$ cat config.mk
export PLATFORM = sky130hd
export DESIGN_NAME = spectrum_pixel_colourizer
export DESIGN_NICKNAME = d
export VERILOG_FILES = /design/src/hdl/spc_pkg.sv /design/src/hdl/spectrum_pixel_colourizer.sv /design/src/hdl/spc_cfg_regs.sv /design/src/hdl/spc_pixel_sel.sv /design/src/hdl/spc_colour.sv
export SDC_FILE = /design/constraint.sdc
export NUM_CORES = 1
export LEC_CHECK = 0
export BUFFER_PORTS_ARGS = -buffer_cell sky130_fd_sc_hd__buf_2
export CORE_ASPECT_RATIO = 1.75
export CORE_UTILIZATION = 40
export DETAILED_ROUTE_END_ITERATION = 16
export SKIP_CTS_REPAIR_TIMING = 1
export SYNTH_ARGS = -nofsm -noshare
export SYNTH_HDL_FRONTEND = slang
export SYNTH_SLANG_ARGS = --single-unit
$ cat constraint.sdc
create_clock -name clk_i -period 35.3 [get_ports clk_i]
set_input_delay 5.295 -clock clk_i [delete_from_list [all_inputs] [get_ports clk_i]]
set_output_delay 5.295 -clock clk_i [all_outputs]
set_load 0.02 [all_outputs]
$ cat src/hdl/spc_pkg.sv
`timescale 1ns / 1ps
// ----------------------------------------------------------------------------
// Spectrum pixel colourizer package
// Shared types and fixed constants for the colourizer datapath and its
// register file.
// ----------------------------------------------------------------------------
package spc_pkg;

  // Input field widths.
  localparam int COLUMN_W = 8;
  localparam int LEVEL_W  = 8;
  localparam int ROW_W    = 7;
  localparam int COLOUR_W = 16;
  localparam int BIN_W    = 9;

  // Register file geometry.
  localparam int APB_DATA_W = 32;
  localparam int APB_ADDR_W = 4;

  // Column of the centre bin.
  localparam logic [COLUMN_W-1:0] CENTRE_COL = 8'd128;

  // Marker green used for passband blending and the centre highlight.
  localparam logic [7:0] MARK_R = 8'd14;
  localparam logic [7:0] MARK_G = 8'd158;
  localparam logic [7:0] MARK_B = 8'd53;

  // Divisor that scales a level byte onto the scope bar height.
  localparam int SCOPE_DIV = 318;

  // Width of row * SCOPE_DIV for the widest row value.
  localparam int ROW_PROD_W = 16;

  localparam logic [COLOUR_W-1:0] PIXEL_WHITE = 16'hffff;

  typedef enum logic [1:0] {
    REG_PASS_START = 2'd0,
    REG_PASS_STOP  = 2'd1,
    REG_USB_ON     = 2'd2,
    REG_LSB_ON     = 2'd3
  } cfg_reg_e;

  typedef enum logic {
    CMD_WATERFALL = 1'b0,
    CMD_SCOPE     = 1'b1
  } pixel_cmd_e;

  // Configuration seen by the datapath.
  typedef struct packed {
    logic signed [BIN_W-1:0] pass_start;
    logic signed [BIN_W-1:0] pass_stop;
    logic                    usb_on;
    logic                    lsb_on;
  } cfg_t;

  // Per-pixel colouring controls handed from the selector to the ramp.
  typedef struct packed {
    logic [7:0] value;
    logic       blend;
    logic       highlight;
    logic       white;
  } px_ctl_t;

endpackage

$ cat src/hdl/spectrum_pixel_colourizer.sv
`timescale 1ns / 1ps
// ----------------------------------------------------------------------------
// Spectrum pixel colourizer
// Turns spectrum levels into RGB565 pixels for waterfall and scope views.
// ----------------------------------------------------------------------------
// The block takes one pixel request per clock and never raises busy, so a
// request can be issued in every cycle. Each request gives exactly one
// pixel: the request is captured in an input register, coloured
// by combinational logic, and the result is held in an output register that
// drives pixel_colour_o for one cycle with done_o high. The receiver cannot
// hold results off, so it must take every pixel in the cycle it appears.
// Passband and sideband registers are read through the APB port and should
// only be written while no request is in flight.
// ----------------------------------------------------------------------------
module spectrum_pixel_colourizer #(
  parameter int BAR_ROWS = 100
) (
  input  logic                             clk_i,
  input  logic                             rst_ni,
  // Request channel.
  input  logic                             start,
  output logic                             busy,
  input  logic                             cmd_i,
  input  logic [spc_pkg::COLUMN_W-1:0]     column_i,
  input  logic [spc_pkg::LEVEL_W-1:0]      level_i,
  input  logic [spc_pkg::ROW_W-1:0]        scope_row_i,
  // Result channel.
  output logic                             done_o,
  output logic [spc_pkg::COLOUR_W-1:0]     pixel_colour_o,
  // Configuration port.
  input  logic                             psel,
  input  logic                             penable,
  input  logic                             pwrite,
  input  logic [spc_pkg::APB_ADDR_W-1:0]   paddr,
  input  logic [spc_pkg::APB_DATA_W-1:0]   pwdata,
  output logic [spc_pkg::APB_DATA_W-1:0]   prdata,
  output logic                             pready
);
  import spc_pkg::*;

  logic                  accept;
  logic                  vld_q;
  logic                  cmd_q;
  logic [COLUMN_W-1:0]   column_q;
  logic [LEVEL_W-1:0]    level_q;
  logic [ROW_W-1:0]      row_q;
  cfg_t                  cfg;
  px_ctl_t               ctl;
  logic [COLOUR_W-1:0]   colour_d;
  logic                  done_q;
  logic [COLOUR_W-1:0]   colour_q;

  // Every stage moves forward each cycle, so the block is never busy.
  assign busy   = 1'b0;
  assign accept = start && !busy;

  spc_cfg_regs u_cfg_regs (
    .clk_i   (clk_i),
    .rst_ni  (rst_ni),
    .psel    (psel),
    .penable (penable),
    .pwrite  (pwrite),
    .paddr   (paddr),
    .pwdata  (pwdata),
    .prdata  (prdata),
    .pready  (pready),
    .cfg_o   (cfg)
  );

  // Input register. Payload is only meaningful while vld_q is set.
  always_ff @(posedge clk_i or negedge rst_ni) begin
    if (!rst_ni) begin
      vld_q <= 1'b0;
    end else begin
      vld_q <= accept;
    end
  end

  always_ff @(posedge clk_i) begin
    if (accept) begin
      cmd_q    <= cmd_i;
      column_q <= column_i;
      level_q  <= level_i;
      row_q    <= scope_row_i;
    end
  end

  // Pixel kind, bar position and passband membership pick the ramp input.
  spc_pixel_sel #(
    .BAR_ROWS (BAR_ROWS)
  ) u_pixel_sel (
    .cfg_i       (cfg),
    .cmd_i       (cmd_q),
    .column_i    (column_q),
    .level_i     (level_q),
    .scope_row_i (row_q),
    .ctl_o       (ctl)
  );

  // The ramp turns that choice into a packed RGB565 word.
  spc_colour u_colour (
    .ctl_i    (ctl),
    .colour_o (colour_d)
  );

  // Result register: one strobe per captured request.
  always_ff @(posedge clk_i or negedge rst_ni) begin
    if (!rst_ni) begin
      done_q <= 1'b0;
    end else begin
      done_q <= vld_q;
    end
  end

  always_ff @(posedge clk_i) begin
    if (vld_q) begin
      colour_q <= colour_d;
    end
  end

  assign done_o         = done_q;
  assign pixel_colour_o = colour_q;

  // A request that is taken is coloured in the next cycle.
  a_accept_to_stage: assert property (@(posedge clk_i) disable iff (!rst_ni)
    accept |=> vld_q)
    else $error("accepted request did not reach the colouring stage");

  // Each coloured request gives exactly one strobe.
  a_stage_to_done: assert property (@(posedge clk_i) disable iff (!rst_ni)
    vld_q |=> done_o)
    else $error("coloured request produced no result strobe");

  a_no_spurious_done: assert property (@(posedge clk_i) disable iff (!rst_ni)
    !vld_q |=> !done_o)
    else $error("result strobe without a request");

  // The bar top marker must come out as plain white.
  a_top_is_white: assert property (@(posedge clk_i) disable iff (!rst_ni)
    (vld_q && ctl.white) |=> (done_o && (pixel_colour_o == PIXEL_WHITE)))
    else $error("bar top pixel is not white");

endmodule

$ cat src/hdl/spc_cfg_regs.sv
`timescale 1ns / 1ps
// ----------------------------------------------------------------------------
// Spectrum pixel colourizer register file
// APB-style slave holding the passband bounds and sideband enables.
// ----------------------------------------------------------------------------
module spc_cfg_regs (
  input  logic                             clk_i,
  input  logic                             rst_ni,
  input  logic                             psel,
  input  logic                             penable,
  input  logic                             pwrite,
  input  logic [spc_pkg::APB_ADDR_W-1:0]   paddr,
  input  logic [spc_pkg::APB_DATA_W-1:0]   pwdata,
  output logic [spc_pkg::APB_DATA_W-1:0]   prdata,
  output logic                             pready,
  output spc_pkg::cfg_t                    cfg_o
);
  import spc_pkg::*;

  cfg_t     cfg_q;
  cfg_reg_e sel_reg;
  logic     wr_en;

  assign sel_reg = cfg_reg_e'(paddr[3:2]);
  assign pready  = 1'b1;
  assign wr_en   = psel && penable && pwrite && pready;

  always_ff @(posedge clk_i or negedge rst_ni) begin
    if (!rst_ni) begin
      cfg_q <= '0;
    end else if (wr_en) begin
      case (sel_reg)
        REG_PASS_START: cfg_q.pass_start <= signed'(pwdata[BIN_W-1:0]);
        REG_PASS_STOP:  cfg_q.pass_stop  <= signed'(pwdata[BIN_W-1:0]);
        REG_USB_ON:     cfg_q.usb_on     <= pwdata[0];
        REG_LSB_ON:     cfg_q.lsb_on     <= pwdata[0];
        default: ;
      endcase
    end
  end

  always_comb begin
    case (sel_reg)
      REG_PASS_START: prdata = {{(APB_DATA_W-BIN_W){1'b0}}, cfg_q.pass_start};
      REG_PASS_STOP:  prdata = {{(APB_DATA_W-BIN_W){1'b0}}, cfg_q.pass_stop};
      REG_USB_ON:     prdata = {{(APB_DATA_W-1){1'b0}}, cfg_q.usb_on};
      REG_LSB_ON:     prdata = {{(APB_DATA_W-1){1'b0}}, cfg_q.lsb_on};
      default:        prdata = '0;
    endcase
  end

  assign cfg_o = cfg_q;

endmodule

$ cat src/hdl/spc_pixel_sel.sv
`timescale 1ns / 1ps
// ----------------------------------------------------------------------------
// Spectrum pixel colourizer selector
// Decides the ramp value, passband blend, centre highlight and white marker
// for one registered pixel request.
// ----------------------------------------------------------------------------
module spc_pixel_sel #(
  parameter int BAR_ROWS = 100
) (
  input  spc_pkg::cfg_t                    cfg_i,
  input  logic                             cmd_i,
  input  logic [spc_pkg::COLUMN_W-1:0]     column_i,
  input  logic [spc_pkg::LEVEL_W-1:0]      level_i,
  input  logic [spc_pkg::ROW_W-1:0]        scope_row_i,
  output spc_pkg::px_ctl_t                 ctl_o
);
  import spc_pkg::*;

  localparam int LVL_PROD_W = $clog2(BAR_ROWS * 255 + 1);
  localparam int CMP_W      = (LVL_PROD_W > ROW_PROD_W ? LVL_PROD_W : ROW_PROD_W) + 1;
  localparam int NUM_ROWS   = 2 ** ROW_W;

  logic signed [BIN_W-1:0] offs;
  logic signed [BIN_W-1:0] neg_offs;
  logic                    usb_hit;
  logic                    lsb_hit;
  logic                    pass;
  logic                    centre;
  logic [CMP_W-1:0]        lvl_prod;
  logic [CMP_W-1:0]        row_lo;
  logic [CMP_W-1:0]        row_hi;
  logic                    row_below;
  logic                    row_on_top;
  logic [7:0]              idx_tab [NUM_ROWS];

  // Bin offset of the column from centre; -128..127, its negation fits too.
  assign offs     = signed'({1'b0, column_i}) - signed'({1'b0, CENTRE_COL});
  assign neg_offs = -offs;
  assign usb_hit  = (offs > cfg_i.pass_start) && (offs < cfg_i.pass_stop) && cfg_i.usb_on;
  assign lsb_hit  = (neg_offs > cfg_i.pass_start) && (neg_offs < cfg_i.pass_stop)
                    && cfg_i.lsb_on;
  assign pass     = usb_hit || lsb_hit;
  assign centre   = (column_i == CENTRE_COL);

  // The bar top is floor(H*level/318). Instead of dividing, the row is
  // bracketed: row < top exactly when (row+1)*318 <= H*level.
  assign lvl_prod   = CMP_W'(BAR_ROWS) * CMP_W'(level_i);
  assign row_lo     = CMP_W'(scope_row_i) * CMP_W'(SCOPE_DIV);
  assign row_hi     = row_lo + CMP_W'(SCOPE_DIV);
  assign row_below  = (row_hi <= lvl_prod);
  assign row_on_top = (row_lo <= lvl_prod) && !row_below;

  // Ramp index row*256/H for each possible row, saturated to a byte.
  for (genvar gi = 0; gi < NUM_ROWS; gi++) begin : g_idx
    localparam int IdxRaw = (gi * 256) / BAR_ROWS;
    localparam logic [7:0] IdxSat = (IdxRaw > 255) ? 8'hff : 8'(IdxRaw);
    assign idx_tab[gi] = IdxSat;
  end

  always_comb begin
    ctl_o.value     = level_i;
    ctl_o.blend     = pass;
    ctl_o.highlight = centre;
    ctl_o.white     = 1'b0;
    if (pixel_cmd_e'(cmd_i) == CMD_SCOPE) begin
      if (row_below) begin
        ctl_o.value     = idx_tab[scope_row_i];
        ctl_o.highlight = 1'b0;
      end else if (row_on_top) begin
        ctl_o.white = 1'b1;
      end else begin
        ctl_o.value = '0;
      end
    end
  end

endmodule

$ cat src/hdl/spc_colour.sv
`timescale 1ns / 1ps
// ----------------------------------------------------------------------------
// Spectrum pixel colourizer ramp
// Six-segment heat ramp with marker blending and RGB565 packing.
// ----------------------------------------------------------------------------
module spc_colour (
  input  spc_pkg::px_ctl_t                 ctl_i,
  output logic [spc_pkg::COLOUR_W-1:0]     colour_o
);
  import spc_pkg::*;

  logic [10:0] pos;
  logic [2:0]  seg;
  logic [7:0]  fr;
  logic [7:0]  r0, g0, b0;
  logic [7:0]  r1, g1, b1;
  logic [7:0]  r2, g2, b2;

  // value * 6 as two shifted adds.
  assign pos = {1'b0, ctl_i.value, 2'b00} + {2'b00, ctl_i.value, 1'b0};
  assign seg = pos[10:8];
  assign fr  = pos[7:0];

  always_comb begin
    r0 = '0;
    g0 = '0;
    b0 = '0;
    case (seg)
      3'd0: begin
        b0 = fr;
      end
      3'd1: begin
        g0 = fr;
        b0 = 8'hff;
      end
      3'd2: begin
        g0 = 8'hff;
        b0 = 8'hff - fr;
      end
      3'd3: begin
        r0 = fr;
        g0 = 8'hff;
      end
      3'd4: begin
        r0 = 8'hff;
        g0 = 8'hff - fr;
      end
      default: begin
        r0 = 8'hff;
        g0 = fr;
        b0 = fr;
      end
    endcase
  end

  // Half blend toward the marker; the sums stay below 256.
  always_comb begin
    if (ctl_i.blend) begin
      r1 = r0 - (r0 >> 1) + (MARK_R >> 1);
      g1 = g0 - (g0 >> 1) + (MARK_G >> 1);
      b1 = b0 - (b0 >> 1) + (MARK_B >> 1);
    end else begin
      r1 = r0;
      g1 = g0;
      b1 = b0;
    end
  end

  always_comb begin
    if (ctl_i.highlight) begin
      r2 = (r1 >> 2) + MARK_R - (MARK_R >> 2);
      g2 = (g1 >> 2) + MARK_G - (MARK_G >> 2);
      b2 = (b1 >> 2) + MARK_B - (MARK_B >> 2);
    end else begin
      r2 = r1;
      g2 = g1;
      b2 = b1;
    end
  end

  assign colour_o = ctl_i.white ? PIXEL_WHITE : {r2[7:3], g2[7:2], b2[7:3]};

endmodule

==> impl_metrics.csv, run 1 <==
group,metric,value,unit
grt,grt_pass1_vias,8663,
layout,area_growth,8.47,%
drt,first_pass_iters,4,
synth,ys_ff_latch,62,
placed_design,dpl_cell_area,0.0104,sq mm
layout,design_area,0.0107,sq mm
clock_tree,root_buffer,"clkbuf_16",
worst_setup_path,cp_slowest_cell,"o21ai_1",
floorplanning,die_area,0.0253,sq mm
clock_tree,cts.htree.levels,3,
layout,ff_latch_area,0.00175,sq mm
floorplanning,ios,117,
grt,antenna_found_initial,0,
drt,wl,24400,um
clock_tree,clockBufferDepth,2,
worst_setup_path,slowest_delay,610,ps
sta,period_share,38.0,%
layout,fin_nets,1488,
synth,synthFlopType,"edfxtp_1",
layout,drive_gt1_share,11.3,%
synth,postSynthAreaPerCell,8.40,sq um
synth,async_flop_share,35.5,%
worst_setup_path,cp-start-kind,"flop",
sta,tightest_slew,832,ps
floorplanning,die_y,210,um
grt,grt_max_degree,48,
sta,rsz0062_at_grt,"false",
synth,yosysUniqueCellTypes,83,
layout,final_cell_mix,"ha_1 (181), inv_1 (110), nor2_1 (84)",
sta,slew_violations,0,
grt,grt_use_total,19.9,%
sta,fin_setup_tns,0,ps
placed_design,port_buffers,66,
clock_tree,clkLatencyLatePin,340,ps
drt,vias,8606,
sta,post-route-min-period,13410,ps
synth,ys_warn_count,0,
drt,viasPerCell,5.61,
synth,netlist_area,0.00985,sq mm
synth,synthCells,1173,
floorplanning,row_count,75,
grt,grt_pass1_wl,40200,um
layout,final_common_cell,"ha_1",
worst_hold_path,hold_class,"reg2reg",
worst_setup_path,worst-r2r-setup-slack,21890,ps
sta,slew_headroom,44.3,%
layout,stdcell_count,1534,
worst_setup_path,end_kind,"flop",
flow_run,cap_violations,0,
floorplanning,initial_core_util,40.9,%
placed_design,gp_congestion,0.914,
sta,clock_skew,13.9,ps
worst_setup_path,path_common_cell,"ha_1",
worst_setup_path,worstSetupPathType,"reg2reg",
drt,postRouteAntennaNets,0,
clock_tree,cts_made_buffers,9,
drt,remaining_drc_errors,0,
layout,fillers,2441,
sta,setup_viol,0,
drt,drt_iter0_drc,288,
drt,wl_per_cell,15.9,um
synth,yosysSeqAreaShare,17.8,%
floorplanning,coreArea,0.0241,sq mm
clock_tree,cts.sinks,62,
floorplanning,die_x,121,um
grt,globalRouteOverflowTotal,0,
worst_setup_path,required,35370,ps
layout,multi_input_area,0.00743,sq mm
placed_design,place_hpwl,20400,um
layout,diodes,0,
placed_design,place_inst,1518,
sta,fmax,0.0745,GHz
worst_setup_path,worst_ep_arrival_time,13490,ps
outcome,status,"finished clean",
sta,hold_viol,0,
clock_tree,clk_pin_slew,60,ps
worst_setup_path,worst-path-max-fanout,27,
synth,synth-edff-count,40,
clock_tree,cts_tree,"done",
[path summary, 6_finish.rpt]
kind / start / end / depth (start not counted)
min in group asynchronous: rst_ni / u_cfg_regs.cfg_o[10] / 1
max: row_q[2] / pixel_colour_o[2] / 46
min reg2reg: u_cfg_regs.cfg_o[6] / u_cfg_regs.cfg_o[6] / 1
max in group asynchronous: rst_ni / u_cfg_regs.cfg_o[1] / 1
max reg2reg: row_q[2] / pixel_colour_o[2] / 46
min: u_cfg_regs.cfg_o[6] / u_cfg_regs.cfg_o[6] / 1
[synthesized netlist by cell type (all sizes together), types with 5 or more instances]
| library cell | count | area share [%] |
|---|---|---|
| nor2 | 85 | 3.3 |
| o31ai | 10 | 0.90 |
| ha | 181 | 23 |
| xor2 | 22 | 2.0 |
| nand4 | 11 | 0.70 |
| fa | 20 | 4.1 |
| and3 | 11 | 0.70 |
| a31oi | 12 | 0.76 |
| mux2 | 19 | 2.2 |
| nor2b | 14 | 0.89 |
| xnor2 | 39 | 3.5 |
| inv | 111 | 4.2 |
| nand2 | 80 | 3.1 |
| or3 | 6 | 0.38 |
| nand2b | 15 | 0.95 |
| mux2i | 20 | 2.1 |
| nor3 | 24 | 1.3 |
| buf | 30 | 2.1 |
| a21oi | 72 | 3.7 |
| nor4 | 7 | 0.44 |
| clkbuf | 32 | 1.2 |
| nand3 | 23 | 1.2 |
| a21o | 22 | 1.7 |
| a2111oi | 5 | 0.44 |
| a31o | 5 | 0.44 |
| o211ai | 14 | 1.1 |
| o21ai | 85 | 4.4 |
| o22ai | 5 | 0.32 |
| o21a | 18 | 1.4 |
| dfrtp | 22 | 5.6 |
| a211oi | 18 | 1.5 |
| a22o | 5 | 0.44 |
| o21bai | 5 | 0.38 |
| nand3b | 5 | 0.38 |
| edfxtp | 40 | 12 |
| nor3b | 6 | 0.46 |
[stage by stage]
stage / util, % / hold slack [ps] / worst slack [ps]
after floorplan: - / 497 / 23860
after global placement: 43.1 / 515 / 22160
after detailed placement: 43.1 / 524 / 22000
after CTS: 44.3 / 536 / 21950
after global routing: 44.3 / 558 / 20950
final: 44.3 / 537 / 21890
[cell type report]
class / instances / area share (%)
Clock inverter: 6 / 0.574
Inverter: 114 / 4.00
Multi-Input combinational cell: 959 / 69.6
Clock buffer: 10 / 2.14
Tap cell: 308 / 3.61
Sequential cell: 62 / 16.4
Timing Repair Buffer: 75 / 3.72
[state kept, by name (all words and copies together), names as in the netlist]
name              cells
cmd_q                 1
column_q              8
done_o                1
level_q               8
pixel_colour_o       16
row_q                 7
u_cfg_regs.cfg_o     20
vld_q                 1
[per-layer routing]
layer  share of wire (%)  track usage (%)  wire length (um)
met1                  37             18.8              8910
met2                  56             39.8             13600
met3                 2.9             3.15               699
met4                 4.8             10.2              1180
met5                   0                0                 0
[critical path: cells and delay by family (launching register included)]
| kind | cells | cell delay (ps) |
|---|---|---|
| compound gates | 18 | 4970 |
| buf+inv | 3 | 510 |
| xor+xnor | 3 | 890 |
| fa+ha+maj | 10 | 3460 |
| mux | 1 | 380 |
| flops | 1 | 560 |
| simple gates | 11 | 2360 |
[logic make-up after synthesis]
logic type,after synthesis,share of synthesized area [%]
AO/OA/AOI/OAI,325,22.0
XOR/XNOR,61,5.42
adder cells (fa/ha/maj),202,27.1
buffers and inverters,176,7.68
flip-flops,62,17.8
multiplexers,42,4.93
other,2,0.0762
AND/OR/NAND/NOR,303,14.9
Power of run 1 is left out: the tool's default activity adds up to more than one toggle a clock period on the data nets, which glitch-free logic cannot reach.
==> run 2, diff against run 1 <==
==> constraint.sdc (replaced) <==
create_clock -name clk_i -period 13.5 [get_ports clk_i]
set_input_delay 2.025 -clock clk_i [delete_from_list [all_inputs] [get_ports clk_i]]
set_output_delay 2.025 -clock clk_i [all_outputs]
set_load 0.02 [all_outputs]
==> run 2 against run 1 <==
Against the previous run:
- clock skew shrank 4.3 ps
- die area did not move
- final cell count increased by 0.46%
- critical path type unchanged
- largest cell class unchanged
==> impl_metrics.csv, run 2 (same netlist as run 1, synthesis figures left out) <==
group,metric,value,unit
outcome,status,"finished clean",
floorplanning,initial_core_util,40.9,%
clock_tree,cts_made_buffers,9,
worst_setup_path,cp-start-kind,"flop",
floorplanning,die_area,0.0253,sq mm
floorplanning,row_count,75,
sta,clock_skew,9.66,ps
drt,met2_length,13900,um
grt,globalRouteOverflowTotal,0,
layout,fin_nets,1495,
layout,final_cell_mix,"ha_1 (181), inv_1 (110), nor2_1 (84)",
worst_setup_path,worst-path-max-fanout,10,
clock_tree,clk_pin_slew,60,ps
layout,final_common_cell,"ha_1",
drt,drt_iter0_drc,394,
drt,viasPerCell,5.61,
sta,rsz0062_at_grt,"false",
sta,slew_headroom,52.4,%
placed_design,place_hpwl,20200,um
drt,postRouteAntennaNets,0,
sta,fin_setup_tns,0,ps
worst_setup_path,slowest_delay,640,ps
placed_design,gp_congestion,0.864,
drt,first_pass_iters,5,
worst_setup_path,cp_slowest_cell,"fa_1",
floorplanning,die_x,121,um
floorplanning,die_y,210,um
drt,dr.max_layer_used,"met4",
worst_setup_path,required,13550,ps
sta,setup_viol,0,
drt,wl_per_cell,15.8,um
worst_setup_path,worst_ep_arrival_time,12820,ps
clock_tree,clockBufferDepth,2,
drt,remaining_drc_errors,0,
floorplanning,ios,117,
flow_run,cap_violations,0,
layout,diodes,0,
clock_tree,cts.htree.levels,3,
placed_design,port_buffers,66,
layout,largest_reg_flops,20,
sta,fmax,0.0783,GHz
sta,tightest_slew,695,ps
worst_setup_path,worstSetupPathType,"reg2reg",
sta,hold_viol,0,
clock_tree,clkLatencyLatePin,340,ps
grt,grt_pass1_vias,8359,
grt,antenna_found_initial,0,
drt,vias,8639,
clock_tree,cts_tree,"done",
sta,slew_violations,0,
grt,grt_use_total,19.9,%
grt,grt_pass1_wl,39900,um
worst_setup_path,end_kind,"flop",
drt,wl,24400,um
floorplanning,coreArea,0.0241,sq mm
worst_hold_path,hold_class,"reg2reg",
clock_tree,cts.sinks,62,
drt,wl_met3,579,um
clock_tree,root_buffer,"clkbuf_16",
worst_setup_path,path_common_cell,"ha_1",
layout,drive_gt1_share,11.8,%
layout,area_growth,9.31,%
drt,met1_length,9070,um
sta,period_share,94.6,%
sta,post-route-min-period,12770,ps
grt,grt_max_degree,44,
## run 2: worst max-delay path: cells and delay by family (launching register included)
family | cells | cell delay, ps
compound gates | 16 | 3860
xor+xnor | 4 | 740
fa+ha+maj | 10 | 3890
buf+inv | 2 | 160
flops | 1 | 410
mux | 1 | 370
simple gates | 11 | 3040
## run 2: metal layers
metal,vias to the layer above,track usage (%)
li1,4332,-
met1,4071,19.6
met2,182,40.5
met3,54,2.47
met4,0,7.79
met5,-,0
## run 2: layout make-up
cell class,count,area [sq um]
Clock inverter,3,18.8
Clock buffer,13,293
Multi-Input combinational cell,959,7440
Inverter,114,428
Fill cell,2392,13300
Tap cell,308,385
Sequential cell,62,1750
Timing Repair Buffer,82,450
## run 2: path summary, 6_finish.rpt
check | startpoint | end | slack, ps | depth (start not counted)
min in group asynchronous | rst_ni | u_cfg_regs.cfg_o[10] | 1660 | 1
max in group asynchronous | rst_ni | u_cfg_regs.cfg_o[2] | 11490 | 1
max | row_q[4] | pixel_colour_o[0] | 730 | 44
max reg2reg | row_q[4] | pixel_colour_o[0] | 730 | 44
min | u_cfg_regs.cfg_o[7] | u_cfg_regs.cfg_o[7] | 550 | 1
min reg2reg | u_cfg_regs.cfg_o[7] | u_cfg_regs.cfg_o[7] | 550 | 1
## run 2: metrics by stage
stage	setup WS, ps	cells	instance area, sq um	util (%)	hold slack [ps]
2_1_floorplan	2130	1197	9940	-	497
3_3_place_gp	815	1525	10500	43.3	515
3_5_place_dp	727	1525	10500	43.3	537
4_1_cts	687	1541	10800	44.6	551
5_1_grt	13.9	1541	10800	44.7	578
6_report	732	1541	10800	44.7	548
Power of run 2 is left out for the same reason.
==> run 3, diff against run 2 <==
==> constraint.sdc (replaced) <==
create_clock -name clk_i -period 13.5 [get_ports clk_i]
set_input_delay 2.7 -clock clk_i [delete_from_list [all_inputs] [get_ports clk_i]]
set_output_delay 2.7 -clock clk_i [all_outputs]
set_load 0.02 [all_outputs]
==> run 3 against run 2 <==
Against the previous run:
- critical path type unchanged
- routed wire length increased by 0.46%
- final cell count hardly changed
- core utilization is essentially flat
==> impl_metrics.csv, run 3 (same netlist as run 1, synthesis figures left out) <==
group,metric,value,unit
worst_setup_path,required,13560,ps
drt,remaining_drc_errors,0,
drt,postRouteAntennaNets,0,
worst_hold_path,hold_class,"reg2reg",
placed_design,place_hpwl,20300,um
worst_setup_path,worst_ep_arrival_time,12630,ps
drt,first_pass_iters,5,
floorplanning,coreArea,0.0241,sq mm
grt,antenna_found_initial,0,
worst_setup_path,cp_slowest_cell,"fa_1",
outcome,status,"finished clean",
sta,clock_skew,9.37,ps
sta,period_share,93.1,%
grt,grt_pass1_wl,39700,um
floorplanning,die_area,0.0253,sq mm
sta,fin_hold_ws,543,ps
sta,slew_violations,0,
drt,drt_iter0_drc,280,
sta,tightest_slew,742,ps
sta,slew_headroom,49.1,%
floorplanning,die_x,121,um
layout,final_cell_mix,"ha_1 (181), inv_1 (110), nor2_1 (84)",
drt,wl,24500,um
floorplanning,ios,117,
sta,hold_viol,0,
drt,vias,8572,
layout,drive_gt1_share,12.1,%
clock_tree,cts_tree,"done",
worst_setup_path,end_kind,"flop",
worst_setup_path,worstSetupPathType,"reg2reg",
floorplanning,die_y,210,um
clock_tree,clkLatencyLatePin,350,ps
layout,fillers,2397,
clock_tree,clockBufferDepth,2,
worst_setup_path,worst-path-max-fanout,10,
layout,diodes,0,
worst_setup_path,slowest_delay,640,ps
worst_setup_path,cp-start-kind,"flop",
worst_setup_path,crit_buf_inv,3,
layout,final_util,44.7,%
grt,globalRouteOverflowTotal,0,
grt,grt_pass1_vias,8369,
worst_setup_path,path_common_cell,"ha_1",
clock_tree,cts_made_buffers,9,
floorplanning,initial_core_util,40.9,%
sta,post-route-min-period,12570,ps
clock_tree,cts.htree.levels,3,
worst_setup_path,cp_top_family,"adder cells",
flow_run,cap_violations,0,
layout,area_growth,9.30,%
clock_tree,clk_pin_slew,50,ps
floorplanning,row_count,75,
sta,fin_setup_tns,0,ps
sta,setup_viol,0,
layout,final_common_cell,"ha_1",
drt,viasPerCell,5.56,
sta,fmax,0.0796,GHz
clock_tree,cts.sinks,62,
sta,rsz0062_at_grt,"false",
grt,grt_use_total,19.7,%
layout,fin_nets,1496,
placed_design,port_buffers,66,
clock_tree,root_buffer,"clkbuf_16",
grt,grt_max_degree,44,
drt,wl_per_cell,15.9,um
placed_design,gp_congestion,0.873,
layout,largest_reg_flops,20,
==> run 3: cell types whose count changed in the layout (fill, tap and decap cells not counted) <==
cell       delta
xor2_2        -1
inv_6         +1
clkbuf_1      -1
clkinv_4      +1
xor2_1        +1
buf_4         +1
clkbuf_16     -1
nor3_1        -2
nor3_2        +2
==> run 3: worst paths after layout <==
check                      cells after the start  slack (ps)                start                   end
max reg2reg                                   46         930             row_q[4]     pixel_colour_o[0]
max                                           46         930             row_q[4]     pixel_colour_o[0]
min reg2reg                                    1         540  u_cfg_regs.cfg_o[1]   u_cfg_regs.cfg_o[1]
min in group asynchronous                      1        2320               rst_ni  u_cfg_regs.cfg_o[10]
min                                            1         540  u_cfg_regs.cfg_o[1]   u_cfg_regs.cfg_o[1]
max in group asynchronous                      1       10830               rst_ni  u_cfg_regs.cfg_o[12]
==> run 3: layout make-up <==
class,count,area (sq um),share of cell area [%]
multi-input combinational,959,7450,69.1
tap,308,385,3.58
timing repair buffer,83,458,4.25
sequential,62,1750,16.3
inverter,114,428,3.97
clock inverter,5,36.3,0.337
clock buffer,11,264,2.45
==> run 3: stage by stage <==
stage	area, sq um	worst slack, ps	std cells
floorplan	9940	2130	1197
global placement	10500	774	1526
finish	10800	929	1542
CTS	10800	682	1542
detailed placement	10500	740	1526
global route	10800	54.2	1542
==> run 3: layer usage <==
| metal | part of all wire, % | global-route usage [%] | vias to the layer above |
|---|---|---|---|
| li1 | - | - | 4324 |
| met1 | 37 | 19.3 | 4030 |
| met2 | 57 | 40.5 | 170 |
| met3 | 2.3 | 2.23 | 48 |
| met4 | 3.0 | 7.79 | 0 |
| met5 | 0 | 0 | - |
Power of run 3 is left out for the same reason.
